File: config.mk
export PLATFORM = sky130hd
export DESIGN_NAME = split_flap_positioner_unit
export DESIGN_NICKNAME = d
export VERILOG_FILES = /design/src/hw/rtl/sfp_pkg.sv /design/src/hw/rtl/split_flap_positioner_unit.sv /design/src/hw/rtl/sfp_ctrl.sv
export SDC_FILE = /design/constraint.sdc
export NUM_CORES = 1
export LEC_CHECK = 0
export BUFFER_PORTS_ARGS = -buffer_cell sky130_fd_sc_hd__buf_2
export CAP_MARGIN = 20
export CORE_MARGIN = 2
export CORE_UTILIZATION = 30
export CTS_CLUSTER_SIZE = 8
export DETAILED_ROUTE_END_ITERATION = 7
export GPL_TIMING_DRIVEN = 1
export PLACE_DENSITY = 0.51
export SETUP_SLACK_MARGIN = 0.15
export SLEW_MARGIN = 20
export SYNTH_ARGS = -nofsm -noshare
export SYNTH_HDL_FRONTEND = slang
export SYNTH_SLANG_ARGS = --single-unit
File: constraint.sdc
create_clock -name clk -period 3.46 [get_ports clk]
set_input_delay 0.173 -clock clk [delete_from_list [all_inputs] [get_ports clk]]
set_output_delay 0.173 -clock clk [all_outputs]
set_load 0.005 [all_outputs]
File: src/hw/rtl/sfp_pkg.sv
// shared types, codes and constants of the split-flap positioner
package sfp_pkg;

	// drum geometry and field widths
	localparam int FLAP_COUNT = 64;
	localparam int POS_W      = 6;
	localparam int TGT_W      = 8;
	localparam int DLY_W      = 16;
	localparam int PHASE_W    = 3;
	localparam int CFG_IDX_W  = 8;

	// phase codes
	localparam logic [PHASE_W-1:0] PH_STOPPED  = 3'd0;
	localparam logic [PHASE_W-1:0] PH_SPINUP   = 3'd1;
	localparam logic [PHASE_W-1:0] PH_HOMING   = 3'd2;
	localparam logic [PHASE_W-1:0] PH_STEPPING = 3'd3;
	localparam logic [PHASE_W-1:0] PH_SPINDOWN = 3'd4;

	// item kinds
	localparam logic OP_TICK       = 1'b0;
	localparam logic OP_SET_TARGET = 1'b1;

	// configuration register indexes
	localparam logic [CFG_IDX_W-1:0] REG_SPINUP  = 8'd0;
	localparam logic [CFG_IDX_W-1:0] REG_SHUTOFF = 8'd1;

	// reset values of the delay registers
	localparam logic [DLY_W-1:0] SPINUP_RST  = 16'd100;
	localparam logic [DLY_W-1:0] SHUTOFF_RST = 16'd100;

	// one input word
	typedef struct packed {
		logic             op;
		logic [TGT_W-1:0] target_value;
		logic             home_sensor;
		logic             flap_sensor;
	} item_t;

	// one result word
	typedef struct packed {
		logic               done_res;
		logic               motor_drive;
		logic [POS_W-1:0]   position;
		logic [PHASE_W-1:0] phase;
	} result_t;

endpackage

File: src/hw/rtl/split_flap_positioner_unit.sv
// split-flap positioner top level: input stage, controller and output register
//
// Use: words enter on the s_ group. s_tuser is the kind: 0 is a tick carrying
// the home and flap sensor levels, 1 sets a new target flap. Every word gives
// exactly one result word on the m_ group with done, motor drive, the believed
// position and the phase after that word.
// Timing: a word accepted into the input stage is held there and processed
// when it moves on to the output register, whose load makes its result valid
// on m_; a stall on m_ can come in between. Throughput is one word per cycle
// while m_tready stays high; the whole step is a single pass of the phase logic
// between the input stage and the output register.
// Delay settings are written on the cfg_ channel (index 0 spin-up ticks,
// index 1 shut-off ticks; other indexes are ignored), always ready, and are
// meant to be changed only while no word is in flight.
// Reset: stopped, motor off, position and target 0, both delays 100 ticks,
// no word held.
// Stall: when m_tready is low the result is held; the input stage still takes
// one more word, and s_tready falls only while both stages are full.
module split_flap_positioner_unit
	import sfp_pkg::*;
(
	input  logic                 clk,
	input  logic                 arst_n,
	// input stream
	input  logic                 s_tvalid,
	output logic                 s_tready,
	input  logic [15:0]          s_tdata,  // target_value[7:0], home_sensor[8], flap_sensor[9]
	input  logic                 s_tuser,  // op
	// result stream
	output logic                 m_tvalid,
	input  logic                 m_tready,
	output logic [15:0]          m_tdata,  // done_res[0], motor_drive[1], position[7:2], phase[10:8]
	// configuration writes
	input  logic                 cfg_valid,
	output logic                 cfg_ready,
	input  logic [CFG_IDX_W-1:0] cfg_index,
	input  logic [DLY_W-1:0]     cfg_data
);

	logic    valid_s1;
	item_t   item_s1;
	logic    out_valid_q;
	result_t out_q;
	result_t result;
	logic    advance;
	logic    s_acc;

	assign cfg_ready = 1'b1;
	assign advance   = valid_s1 && (!out_valid_q || m_tready);
	assign s_tready  = !valid_s1 || advance;
	assign s_acc     = s_tvalid && s_tready;

	// input stage
	always_ff @(posedge clk or negedge arst_n) begin
		if (!arst_n) begin
			valid_s1 <= 1'b0;
		end else if (s_tready) begin
			valid_s1 <= s_tvalid;
		end
	end

	always_ff @(posedge clk) begin
		if (s_acc) begin
			item_s1.op           <= s_tuser;
			item_s1.target_value <= s_tdata[7:0];
			item_s1.home_sensor  <= s_tdata[8];
			item_s1.flap_sensor  <= s_tdata[9];
		end
	end

	// phase controller
	sfp_ctrl u_ctrl (
		.clk       (clk),
		.arst_n    (arst_n),
		.cfg_wr    (cfg_valid && cfg_ready),
		.cfg_index (cfg_index),
		.cfg_data  (cfg_data),
		.go        (advance),
		.item      (item_s1),
		.result    (result)
	);

	// output register
	always_ff @(posedge clk or negedge arst_n) begin
		if (!arst_n) begin
			out_valid_q <= 1'b0;
		end else if (advance) begin
			out_valid_q <= 1'b1;
		end else if (m_tready) begin
			out_valid_q <= 1'b0;
		end
	end

	always_ff @(posedge clk) begin
		if (advance) begin
			out_q <= result;
		end
	end

	assign m_tvalid = out_valid_q;
	assign m_tdata  = {5'd0, out_q.phase, out_q.position, out_q.motor_drive, out_q.done_res};

	// input side never blocks while the output register is free
	a_ready_free: assert property (@(posedge clk) disable iff (!arst_n)
		!out_valid_q |-> s_tready)
		else $error("input stalled with output register empty");

	// a held word moves on whenever the output side can take it
	a_no_bubble: assert property (@(posedge clk) disable iff (!arst_n)
		(valid_s1 && m_tready) |=> out_valid_q)
		else $error("held word not passed to output");

	// an accepted word always leaves a result in the output register or stays held in the input stage
	a_result_follows: assert property (@(posedge clk) disable iff (!arst_n)
		s_acc |=> ##1 (out_valid_q || valid_s1))
		else $error("accepted word lost");

endmodule

File: src/hw/rtl/sfp_ctrl.sv
// phase controller: state registers, delay settings and one-word step logic
module sfp_ctrl
	import sfp_pkg::*;
(
	input  logic                 clk,
	input  logic                 arst_n,
	input  logic                 cfg_wr,
	input  logic [CFG_IDX_W-1:0] cfg_index,
	input  logic [DLY_W-1:0]     cfg_data,
	input  logic                 go,
	input  item_t                item,
	output result_t              result
);

	logic [DLY_W-1:0]   spinup_q, shutoff_q;
	logic [PHASE_W-1:0] phase_q, phase_d;
	logic [POS_W-1:0]   pos_q, pos_d;
	logic [POS_W-1:0]   tgt_q, tgt_d;
	logic [DLY_W-1:0]   dly_q, dly_d;
	logic               last_flap_q, last_flap_d;
	logic               motor_q, motor_d;
	logic               done;

	logic               dly_end;
	logic [DLY_W-1:0]   dly_dec;
	logic [POS_W-1:0]   pos_inc;
	logic [POS_W-1:0]   tgt_red;
	logic               at_target;

	// configuration registers
	always_ff @(posedge clk or negedge arst_n) begin
		if (!arst_n) begin
			spinup_q  <= SPINUP_RST;
			shutoff_q <= SHUTOFF_RST;
		end else if (cfg_wr) begin
			if (cfg_index == REG_SPINUP) begin
				spinup_q <= cfg_data;
			end else if (cfg_index == REG_SHUTOFF) begin
				shutoff_q <= cfg_data;
			end
		end
	end

	// helpers: delay countdown, flap increment with wrap, target reduction
	assign dly_end   = (dly_q <= DLY_W'(1));
	assign dly_dec   = dly_end ? '0 : dly_q - 1'b1;
	assign pos_inc   = (pos_q == POS_W'(FLAP_COUNT - 1)) ? '0 : pos_q + 1'b1;
	assign tgt_red   = POS_W'(item.target_value % FLAP_COUNT);
	assign at_target = (tgt_q == pos_q);

	// next state for the word in hand
	always_comb begin
		phase_d     = phase_q;
		pos_d       = pos_q;
		tgt_d       = tgt_q;
		dly_d       = dly_q;
		last_flap_d = last_flap_q;
		motor_d     = motor_q;
		done        = 1'b0;
		if (item.op == OP_SET_TARGET) begin
			tgt_d = tgt_red;
			done  = (phase_q == PH_STOPPED) && (tgt_red == pos_q);
		end else begin
			unique case (phase_q)
				PH_SPINUP: begin
					dly_d = dly_dec;
					if (dly_end) begin
						phase_d = (tgt_q < pos_q) ? PH_HOMING : PH_STEPPING;
					end
				end
				PH_HOMING: begin
					if (!item.home_sensor) begin
						pos_d   = '0;
						motor_d = 1'b0;
						dly_d   = shutoff_q;
						phase_d = PH_SPINDOWN;
					end
				end
				PH_STEPPING: begin
					if (at_target) begin
						motor_d = 1'b0;
						dly_d   = shutoff_q;
						phase_d = PH_SPINDOWN;
					end else begin
						if (!last_flap_q && item.flap_sensor) begin
							pos_d = pos_inc;
						end
						last_flap_d = item.flap_sensor;
					end
				end
				PH_SPINDOWN: begin
					dly_d = dly_dec;
					if (dly_end) begin
						phase_d = PH_STOPPED;
					end
				end
				default: begin
					// stopped, and unused codes behave the same
					if (at_target) begin
						phase_d = PH_STOPPED;
						done    = 1'b1;
					end else begin
						motor_d = 1'b1;
						dly_d   = spinup_q;
						phase_d = PH_SPINUP;
					end
				end
			endcase
		end
	end

	// state registers, committed once per word
	always_ff @(posedge clk or negedge arst_n) begin
		if (!arst_n) begin
			phase_q     <= PH_STOPPED;
			pos_q       <= '0;
			tgt_q       <= '0;
			dly_q       <= '0;
			last_flap_q <= 1'b0;
			motor_q     <= 1'b0;
		end else if (go) begin
			phase_q     <= phase_d;
			pos_q       <= pos_d;
			tgt_q       <= tgt_d;
			dly_q       <= dly_d;
			last_flap_q <= last_flap_d;
			motor_q     <= motor_d;
		end
	end

	// result reflects the state after the word
	assign result.done_res    = done;
	assign result.motor_drive = motor_d;
	assign result.position    = pos_d;
	assign result.phase       = phase_d;

	// motor runs exactly in spin-up, homing and stepping
	a_motor_phase: assert property (@(posedge clk) disable iff (!arst_n)
		motor_q == (phase_q == PH_SPINUP || phase_q == PH_HOMING || phase_q == PH_STEPPING))
		else $error("motor state disagrees with phase");

	// a pending delay only exists while counting spin-up or spin-down
	a_delay_phase: assert property (@(posedge clk) disable iff (!arst_n)
		(dly_q != '0) |-> (phase_q == PH_SPINUP || phase_q == PH_SPINDOWN))
		else $error("delay pending outside a delay phase");

	// position only moves while homing or stepping
	a_pos_hold: assert property (@(posedge clk) disable iff (!arst_n)
		(go && phase_q != PH_HOMING && phase_q != PH_STEPPING) |=> $stable(pos_q))
		else $error("position moved outside homing or stepping");

	// done is only reported from the stopped phase
	a_done_stopped: assert property (@(posedge clk) disable iff (!arst_n)
		(go && done) |-> (phase_d == PH_STOPPED && pos_d == tgt_d))
		else $error("done reported while not settled");

endmodule
==> metrics.cfg <==
[routing]
viasPerCell = 5.15
vias = 3368
drtPass1Iterations = 5
drc_errors = 0
postRouteAntennaNets = 0
wl_per_cell_um = 15.6
dr.first_iter.drc_count = 231
finalWirelength_mm = 10.2

[layout]
drive_above_1_share = 0.253
final_common_cell = dfrtp_1
nets = 520
layout-area-overhead-vs-synth_pct = 15.6
antenna_cells = 0
layout_common_cells = dfrtp_1 (61), buf_2 (50), mux2_2 (40)

[sta]
setup_tns_ps = 0
fmax_mhz = 387
hold_viol_final = 0
fin_ws_ps = 879
holdWs_ps = 11.8
post-route-period-util = 0.746
slew_viol_final = 0
rsz0062_at_grt = no
worst_slew_pin_slew_ps = 872
setup_viol = 0
clock_skew_ps = 6.42
min_period_ps = 2580
slew-limit-headroom = 0.418

[synthesis]
synthesis.area_um2 = 4520
synth_warnings = 0
synth_cells = 421
synth-edff-count = 20
yosysSeqAreaShare = 0.506
synth-seq-cells = 87
synth_ff_type = dfrtp_1
yosys.cell_types.count = 54
avgSynthCellArea_um2 = 10.7
synthArstFlopShare = 0.770

[global_routing]
grt_pass1_wl_mm = 17.3
grt_max_degree = 36
overflow = 0
first_global_vias = 3432
track_usage = 0.136
antenna_found_initial = 0

[cts]
cts_root_buf = clkbuf_16
post_cts_resize_count = 0
cts_tree = yes
path_clk_slew_ps = 60
holdBufCountCts = 4
numCtsBuffers = 9
clock_latency_ps = 350
htree_levels = 3
clk_path_buf_depth = 2
cts_setup_buffers = 0
clock_sinks = 87

[place]
pre_cts_ws_ps = 861
post-dp-hpwl_mm = 7.16
gp_congestion = 0.838
portBuffers = 50

[outcome]
status = completed

[setup_path]
required_ps = 3690
end_kind = register
cp_data_arrival_time_ps = 2820
path_max_fanout = 16
crit_type = register to register
cp-start-kind = register

[flow_run]
maxCapViolations = 0

[floorplan]
core_area_um2 = 14600
fp-row-count = 44
fp.dieH_um = 127
die_w_um = 127
dieArea_um2 = 16100
num_io_pins = 65
start_util = 0.308

[hold_path]
hp-class = input pin to register

[pwr]
peakVddDrop_mv = 0.243
p_leak_nw = 2.21
power_density_nw_per_um2 = 722

[power by group]
| part | total (mW) | internal (mW) | switching (mW) |
|---|---|---|---|
| sequential | 1.47 | 1.26 | 0.213 |
| clock | 0.925 | 0.546 | 0.379 |
| combinational | 1.37 | 0.542 | 0.833 |
[flip-flops by register name (all words and copies together) (netlist names)]
signal	flops
u_ctrl.spinup_q	16
u_ctrl.last_flap_q	1
u_ctrl.shutoff_q	16
u_ctrl.phase_q	3
valid_s1	1
m_tvalid	1
m_tdata	11
u_ctrl.dly_q	16
u_ctrl.motor_q	1
u_ctrl.pos_q	6
item_s1	9
u_ctrl.tgt_q	6
[synthesized netlist by cell type (2+ instances only)]
library cell,number,area share
dfrtp_1,61,0.34
mux2_2,40,0.10
nor2_1,29,0.024
nand2_1,21,0.017
edfxtp_1,20,0.13
clkbuf_1,19,0.016
o21ai_0,17,0.019
a21oi_1,16,0.018
nor3_1,16,0.018
inv_1,15,0.012
o21ai_1,13,0.014
o2bb2ai_1,10,0.019
ha_1,9,0.025
nand3_1,9,0.010
nor4_1,9,0.012
a222oi_1,8,0.018
nor2b_1,8,0.011
or3_1,8,0.011
a22o_1,7,0.014
nand2b_1,7,0.0097
buf_4,6,0.010
dfstp_2,6,0.035
o22ai_1,6,0.0083
xor2_1,5,0.0097
a22oi_1,4,0.0066
and3_1,4,0.0055
buf_6,4,0.010
a211oi_1,3,0.0050
nand4_1,3,0.0042
o21a_1,3,0.0050
o31a_1,3,0.0058
o31ai_1,3,0.0050
a21o_1,2,0.0033
conb_1,2,0.0017
nor3b_1,2,0.0033
o211ai_1,2,0.0033
o41ai_1,2,0.0039
or4_1,2,0.0033
xnor2_1,2,0.0039
[through the flow]
| stage | std cells | area [um^2] | total power, mW | util |
|---|---|---|---|---|
| 2_1_floorplan | 425 | 4530 | 2.56 | - |
| 3_3_place_gp | 634 | 4900 | 2.83 | 0.334 |
| 3_5_place_dp | 634 | 4900 | 2.86 | 0.334 |
| 4_1_cts | 654 | 5220 | 3.81 | 0.357 |
| 5_1_grt | 654 | 5220 | 4.07 | 0.357 |
| 6_report | 654 | 5220 | 3.77 | 0.357 |
[metal layers]
metal | vias to the layer above | routed length [um] | GRT usage
li1 | 1650 | - | -
met1 | 1628 | 5000 | 0.187
met2 | 77 | 4550 | 0.204
met3 | 13 | 447 | 0.0316
met4 | 0 | 196 | 0.0614
met5 | - | 0 | 0
[cell type report]
class / count / area (um^2)
multi-input combinational: 293 / 2020
clock buffer: 13 / 272
fill: 1496 / 9420
tap: 184 / 230
sequential: 87 / 2280
inverter: 15 / 56.3
clock inverter: 3 / 15.0
timing repair buffer: 59 / 340
[logic make-up (layout without fill, tap and decap cells)]
logic type | count (synthesis) | in the layout | synth area share
xor gates and xnor gates | 7 | 7 | 0.0136
DFF | 87 | 87 | 0.506
adders and majority gates | 9 | 9 | 0.0249
buffers and inverters | 45 | 90 | 0.0493
other | 2 | 6 | 0.00166
and+or+nand+nor | 124 | 124 | 0.142
AOI/OAI and AO/OA | 107 | 107 | 0.163
muxes | 40 | 40 | 0.0997
[critical path, stage by stage, from the launching register on]
cell	delay, ps
dfrtp_1	410
or4_4	610
or3_4	450
o21ai_2	570
o21ai_0	190
a22o_1	250
[worst paths after layout]
path                       cells after the start  slack, ps                         endpoint                   startpoint
setup / recovery                               5        880      u_ctrl.dly_q[6]$_DFFE_PN0P_  u_ctrl.dly_q[6]$_DFFE_PN0P_
hold / removal                                 1         10             item_s1[2]$_DFFE_PP_                   s_tdata[0]
setup reg to reg                               5        880      u_ctrl.dly_q[6]$_DFFE_PN0P_  u_ctrl.dly_q[6]$_DFFE_PN0P_
hold reg to reg                                1        500      u_ctrl.dly_q[7]$_DFFE_PN0P_  u_ctrl.dly_q[7]$_DFFE_PN0P_
max in group asynchronous                      3       2270  u_ctrl.shutoff_q[6]$_DFFE_PN1P_                       arst_n
min in group asynchronous                      2        460       u_ctrl.motor_q$_DFFE_PN0P_                       arst_n
Note: power is estimated with default switching activity, not from simulation.
